File: config.mk
export PLATFORM = sky130hd
export DESIGN_NAME = cpa_arith
export DESIGN_NICKNAME = d
export VERILOG_FILES = /design/src/hdl/cpa_pkg.sv /design/src/hdl/cpa_arith.sv
export SDC_FILE = /design/constraint.sdc
export NUM_CORES = 2
export LEC_CHECK = 0
export CAP_MARGIN = 30
export CORE_ASPECT_RATIO = 1.1
export CORE_MARGIN = 5
export CORE_UTILIZATION = 40
export DETAILED_ROUTE_END_ITERATION = 7
export DONT_BUFFER_PORTS = 1
export GPL_TIMING_DRIVEN = 0
export PLACE_DENSITY_LB_ADDON = 0.05
export SLEW_MARGIN = 20
export SYNTH_ARGS = -nofsm -noshare
export SYNTH_HDL_FRONTEND = slang
export SYNTH_SLANG_ARGS = --single-unit
File: constraint.sdc
create_clock -name clock -period 14.9 [get_ports clock]
set_input_delay 2.98 -clock clock [delete_from_list [all_inputs] [get_ports clock]]
set_output_delay 2.98 -clock clock [all_outputs]
set_load 0.01 [all_outputs]
File: src/hdl/cpa_pkg.sv
package cpa_pkg;

   typedef logic signed [63:0] s64_type;

   localparam s64_type S64_MAX = {1'b0, {63{1'b1}}};
   localparam s64_type S64_MIN = {1'b1, {63{1'b0}}};

   // shared unit operation
   typedef enum logic {
      OP_MUL,
      OP_DIV
   } arith_op_type;

   // right shift applied to a product
   typedef enum logic [1:0] {
      SH_0,
      SH_16,
      SH_32
   } shift_type;

   // request into the shared arithmetic unit
   typedef struct packed {
      logic         start;
      arith_op_type op;
      shift_type    sh;
      s64_type      a;
      s64_type      b;
   } arith_req_type;

   // configuration register indexes
   typedef enum logic [2:0] {
      CFG_KP_OUTER    = 3'd0,
      CFG_KI_OUTER    = 3'd1,
      CFG_KD_OUTER    = 3'd2,
      CFG_OUTER_LIMIT = 3'd3,
      CFG_KP_INNER    = 3'd4,
      CFG_KD_INNER    = 3'd5,
      CFG_PLANT_GAIN  = 3'd6,
      CFG_OBSERVER_BW = 3'd7
   } cfg_idx_type;

   // sequencer states
   typedef enum logic [4:0] {
      ST_IDLE,
      ST_WAIT,
      ST_C_ERR,
      ST_C_ACC,
      ST_C_LIM,
      ST_C_CLAMP,
      ST_C_DER,
      ST_C_P,
      ST_C_I,
      ST_C_D,
      ST_C_OUT,
      ST_I_E1,
      ST_I_P,
      ST_I_D,
      ST_I_U,
      ST_I_CLP,
      ST_I_W2,
      ST_I_B3,
      ST_I_T1,
      ST_I_T1M,
      ST_I_N1,
      ST_I_T2,
      ST_I_T2B,
      ST_I_T2M,
      ST_I_N2,
      ST_I_T3,
      ST_I_N3
   } st_type;

   // saturating add
   function automatic s64_type sadd(input s64_type a, input s64_type b);
      logic signed [64:0] s;
      s = {a[63], a} + {b[63], b};
      if (s[64] != s[63]) begin
         return s[64] ? S64_MIN : S64_MAX;
      end
      return s[63:0];
   endfunction

   // saturating subtract
   function automatic s64_type ssub(input s64_type a, input s64_type b);
      logic signed [64:0] s;
      s = {a[63], a} - {b[63], b};
      if (s[64] != s[63]) begin
         return s[64] ? S64_MIN : S64_MAX;
      end
      return s[63:0];
   endfunction

   function automatic s64_type clampv(input s64_type v, input s64_type lo, input s64_type hi);
      if (v < lo) begin
         return lo;
      end
      if (v > hi) begin
         return hi;
      end
      return v;
   endfunction

   // magnitude as unsigned
   function automatic logic [63:0] mag_of(input s64_type a);
      return a[63] ? 64'(-a) : 64'(a);
   endfunction

   // signed value from sign and magnitude, saturating
   function automatic s64_type from_mag(input logic neg, input logic ovf, input logic [63:0] lo);
      if (ovf || lo[63]) begin
         return neg ? S64_MIN : S64_MAX;
      end
      return neg ? -s64_type'(lo) : s64_type'(lo);
   endfunction

endpackage

File: src/hdl/cpa_arith.sv
module cpa_arith import cpa_pkg::*; (
   input  logic          clock,
   input  logic          reset,
   input  arith_req_type req,
   output logic          done,
   output s64_type       res
);

   logic         busy_ff;
   logic         done_ff;
   arith_op_type op_ff;
   shift_type    sh_ff;
   logic         neg_ff;
   logic [63:0]  ma_ff;
   logic [63:0]  mb_ff;
   logic [63:0]  rem_ff;
   logic [127:0] prod_ff;
   logic [63:0]  pp_ff;
   logic [6:0]   cnt_ff;
   s64_type      res_ff;

   logic [31:0]  a_part;
   logic [31:0]  b_part;
   logic [127:0] addend;
   logic [127:0] shifted;
   logic [64:0]  rem_sh;
   logic         ge;
   logic [63:0]  rem_in;
   logic [1:0]   add_sel;

   // partial product operand select
   always_comb begin
      case (cnt_ff[1:0])
         2'd0: begin
            a_part = ma_ff[31:0];
            b_part = mb_ff[31:0];
         end
         2'd1: begin
            a_part = ma_ff[31:0];
            b_part = mb_ff[63:32];
         end
         2'd2: begin
            a_part = ma_ff[63:32];
            b_part = mb_ff[31:0];
         end
         default: begin
            a_part = ma_ff[63:32];
            b_part = mb_ff[63:32];
         end
      endcase
   end

   // offset of the partial product being accumulated
   always_comb begin
      add_sel = 2'(cnt_ff - 7'd1);
      case (add_sel)
         2'd0:    addend = {64'd0, pp_ff};
         2'd1:    addend = {32'd0, pp_ff, 32'd0};
         2'd2:    addend = {32'd0, pp_ff, 32'd0};
         default: addend = {pp_ff, 64'd0};
      endcase
   end

   // final shift of the product
   always_comb begin
      case (sh_ff)
         SH_16:   shifted = prod_ff >> 16;
         SH_32:   shifted = prod_ff >> 32;
         default: shifted = prod_ff;
      endcase
   end

   // one restoring division step
   always_comb begin
      rem_sh = {rem_ff, ma_ff[63]};
      ge     = (rem_sh >= {1'b0, mb_ff});
      rem_in = ge ? 64'(rem_sh - {1'b0, mb_ff}) : rem_sh[63:0];
   end

   always_ff @(posedge clock) begin
      if (reset) begin
         busy_ff <= 1'b0;
         done_ff <= 1'b0;
         cnt_ff  <= '0;
      end else begin
         done_ff <= 1'b0;
         if (req.start) begin
            op_ff   <= req.op;
            sh_ff   <= req.sh;
            neg_ff  <= req.a[63] ^ req.b[63];
            ma_ff   <= mag_of(req.a);
            mb_ff   <= mag_of(req.b);
            rem_ff  <= '0;
            prod_ff <= '0;
            cnt_ff  <= '0;
            busy_ff <= 1'b1;
         end else if (busy_ff) begin
            cnt_ff <= cnt_ff + 7'd1;
            if (op_ff == OP_MUL) begin
               if (cnt_ff <= 7'd3) begin
                  pp_ff <= a_part * b_part;
               end
               if (cnt_ff >= 7'd1 && cnt_ff <= 7'd4) begin
                  prod_ff <= prod_ff + addend;
               end
               if (cnt_ff == 7'd5) begin
                  res_ff  <= from_mag(neg_ff, shifted[127:64] != 64'd0, shifted[63:0]);
                  done_ff <= 1'b1;
                  busy_ff <= 1'b0;
               end
            end else begin
               if (!cnt_ff[6]) begin
                  rem_ff <= rem_in;
                  ma_ff  <= {ma_ff[62:0], ge};
               end else begin
                  res_ff  <= from_mag(neg_ff, 1'b0, ma_ff);
                  done_ff <= 1'b1;
                  busy_ff <= 1'b0;
               end
            end
         end
      end
   end

   assign done = done_ff;
   assign res  = res_ff;

endmodule

==> results.py <==
metrics = {
    "run_status": {
        "outcome": "completed",
    },
    "cts": {
        "cts_tree": "done",
        "clockBufferDepth": 3,
        "htree_levels": 2,
        "path_clk_slew_ns": 0.06,
        "post_cts_buffers": 0,
        "root_buffer": "clkbuf_16",
        "cts-resized-gates": 0,
        "postCtsHoldBufs": 0,
        "clk_latency_ns": 0.74,
        "numCtsBuffers": 59,
        "cts.sinks": 461,
    },
    "critical_path": {
        "start_kind": "flop",
        "cp_common_cell": "fa_1",
        "max_stage_delay_ns": 0.90,
        "critPathKind": "flop to flop",
        "crit_required_ns": 15.31,
        "crit_path_max_fanout": 10,
        "cp-end-kind": "flop",
        "slowest_stage": "mux2i_2",
        "arrival_ns": 13.55,
    },
    "synth": {
        "synth_nets": 9878,
        "syn_avg_cell_area_sq_um": 8.513,
        "yosys_warnings": 0,
        "syn_inst": 8381,
        "synthFlopType": "edfxtp_1",
        "synth_top_family_by_area": "adder cells",
        "yosys.area_share.simple": 0.1704,
        "synth_area_sq_um": 71340,
        "seq_area_frac_synth": 0.1928,
        "synth-compound-area-share": 0.1574,
        "synth_top_area_share": 0.2520,
        "synth_top_area_cell": "fa_1",
        "synth_edf_count": 452,
        "yosysUniqueCellTypes": 86,
        "synth-adder-area-share": 0.3335,
        "ys_async_sr_fraction": 0,
        "netlist_top_cells_area": "fa_1 (25%), edfxtp_1 (19%), ha_1 (8.2%), nor2_1 (5.9%), inv_1 (5.5%)",
        "synth_xor_area_frac": 0.04554,
        "ys_ff_latch": 461,
        "synthMuxAreaShare": 0.01990,
    },
    "global_route": {
        "grt_pass1_wl_mm": 484.5,
        "grtUsageTotal": 0.3627,
        "grt_pass1_vias": 65313,
        "grt_max_degree": 56,
        "grt_antenna_before_repair": 10,
        "grt-ovfl-total": 0,
    },
    "placed_design": {
        "gp_congestion": 1.079,
        "io_buffers": 0,
        "dp_hpwl_mm": 288.6,
        "placedCellCount": 10884,
        "pre_cts_slack_ns": 2.035,
    },
    "timing": {
        "layout_min_cycle_time_ns": 13.14,
        "setup_tns_ns": 0,
        "worst_pin_slew_ns": 1.235,
        "post-route-period-util": 0.8821,
        "slew-limit-headroom": 0.1681,
        "setup_slack_ns": 1.757,
        "rsz0062_at_grt": "false",
        "skew_ns": 0.07794,
        "fmax_mhz": 76.09,
        "finalHoldViolCount": 0,
        "final-max-slew-violation-count": 0,
        "setup_viol_count_final": 0,
    },
    "cells_and_area": {
        "nets": 10079,
        "area_growth_pct": 10.10,
        "drive_above_1_share": 0.04810,
        "final_cells": 11012,
        "nFillCells": 17833,
        "seqCellArea_sq_um": 13750,
        "multi_input_area_sq_um": 52280,
    },
    "routing": {
        "drc": 0,
        "drt_iter0_markers": 7362,
        "routed_via_density": 6.013,
        "via_count": 66219,
        "ant_nets": 0,
        "drt-wirelength-per-cell_microns": 31.40,
        "wirelength_mm": 345.8,
        "dr.pass1.iters": 8,
    },
    "floorplanning": {
        "die_h_microns": 452.9,
        "die_area_sq_um": 186900,
        "core_sq_um": 177400,
        "core.rowCount": 162,
        "die_x_microns": 412.7,
        "start_util": 0.4023,
        "num_io_pins": 199,
    },
    "worst_hold_path": {
        "hold_class": "flop to flop",
    },
    "job": {
        "drv_cap": 0,
    },
}
flip-flops by register name (all words and copies together) (netlist names):
register / flops
prod_ff: 128
op_ff: 1
pp_ff: 64
busy_ff: 1
cnt_ff: 7
neg_ff: 1
res: 64
sh_ff: 2
done: 1
mb_ff: 64
rem_ff: 64
ma_ff: 64
cell type report:
cell class / instances / area share
tap: 2378 / 0.03788
multi-input combinational: 6391 / 0.6655
sequential: 461 / 0.1751
antenna: 7 / 0.0002230
timing repair buffer: 140 / 0.02214
clock buffer: 65 / 0.01908
buffer: 485 / 0.02354
clock inverter: 41 / 0.006579
inverter: 1044 / 0.04992
per-layer routing:
metal	part of all wire	wire (microns)	up-vias	track usage
li1	-	-	28665	-
met1	0.39	133100	33085	0.4563
met2	0.45	154500	3558	0.5744
met3	0.091	31530	909	0.08048
met4	0.077	26590	2	0.2120
met5	0.000029	10	-	0
placed cells by master (no fill, tap or decap), drive strengths merged, types with 45 or more instances in the layout:
cell and count:
a22o 68, inv 1047, nand3 105, fa 898, a31oi 52, a221o 51, xor2 168, xnor2 203
o31ai 65, nand2 845, nor4 45, clkbuf 512, o21bai 63, nand4 120, a21oi 585, nand2b 45
nor3 120, or3 68, nor2 1112, a211oi 58, o21ai 426, edfxtp 452, ha 465, and2 94
a21o 145, buf 176, mux2i 98
worst paths after layout:
path | startpoint | end | slack, ns | cells past startpoint
worst max-delay path | cnt_ff[0] | pp_ff[57] | 1.76 | 32
worst min-delay path | cnt_ff[6] | cnt_ff[6] | 0.50 | 2
worst max register to register | cnt_ff[0] | pp_ff[57] | 1.76 | 32
worst min register to register | cnt_ff[6] | cnt_ff[6] | 0.50 | 2
synth_stat cells (13+ instances only):
cell and count:
or2_2 25, a221o_1 51, a21oi_1 585, a221oi_1 37, nand2b_1 43, o211ai_1 27, nor4_1 45, nor2_1 1112
o21ai_0 401, o21ai_1 25, inv_1 1043, o31ai_1 62, nand2_1 845, a211oi_1 58, a211o_1 21, mux2i_1 98
nand3_1 105, nand4_1 120, mux2_2 39, o21a_1 36, and3_1 36, o41ai_1 26, nor2b_1 44, edfxtp_1 452
ha_1 465, a22o_1 68, a2111oi_0 16, o311ai_0 13, a31oi_1 52, buf_1 36, and2_1 94, a21boi_0 15
xnor2_1 203, a21o_1 145, xor2_1 168, or4_1 32, o21bai_1 63, fa_1 898, and4_1 14, or3_1 66
clkbuf_1 445, nor3_1 120
kinds of logic after synthesis:
group	Yosys count
mux	137
simple gates	2741
buf+inv	1529
xor+xnor	371
fa+ha+maj	1363
flops	461
compound gates	1779
stage by stage:
step | util | hold WS (ns) | area (sq um)
floorplan | - | 0.4581 | 71340
global route | 0.4428 | 0.5440 | 78540
global placement | 0.4190 | 0.4769 | 74320
detailed placement | 0.4307 | 0.4893 | 76390
finish | 0.4429 | 0.4998 | 78550
CTS | 0.4421 | 0.5005 | 78410
critical path: cells and delay by family, from the launching register on:
family	cells	cell delay [ns]
fa+ha+maj	10	5.19
buf+inv	9	2.79
compound gates	7	2.54
mux	1	0.90
simple gates	4	0.84
flops	1	0.36
xor+xnor	1	0.18
Power is not shown: default switching activity piles up to over one toggle a cycle in this logic, so the estimate is an artifact.
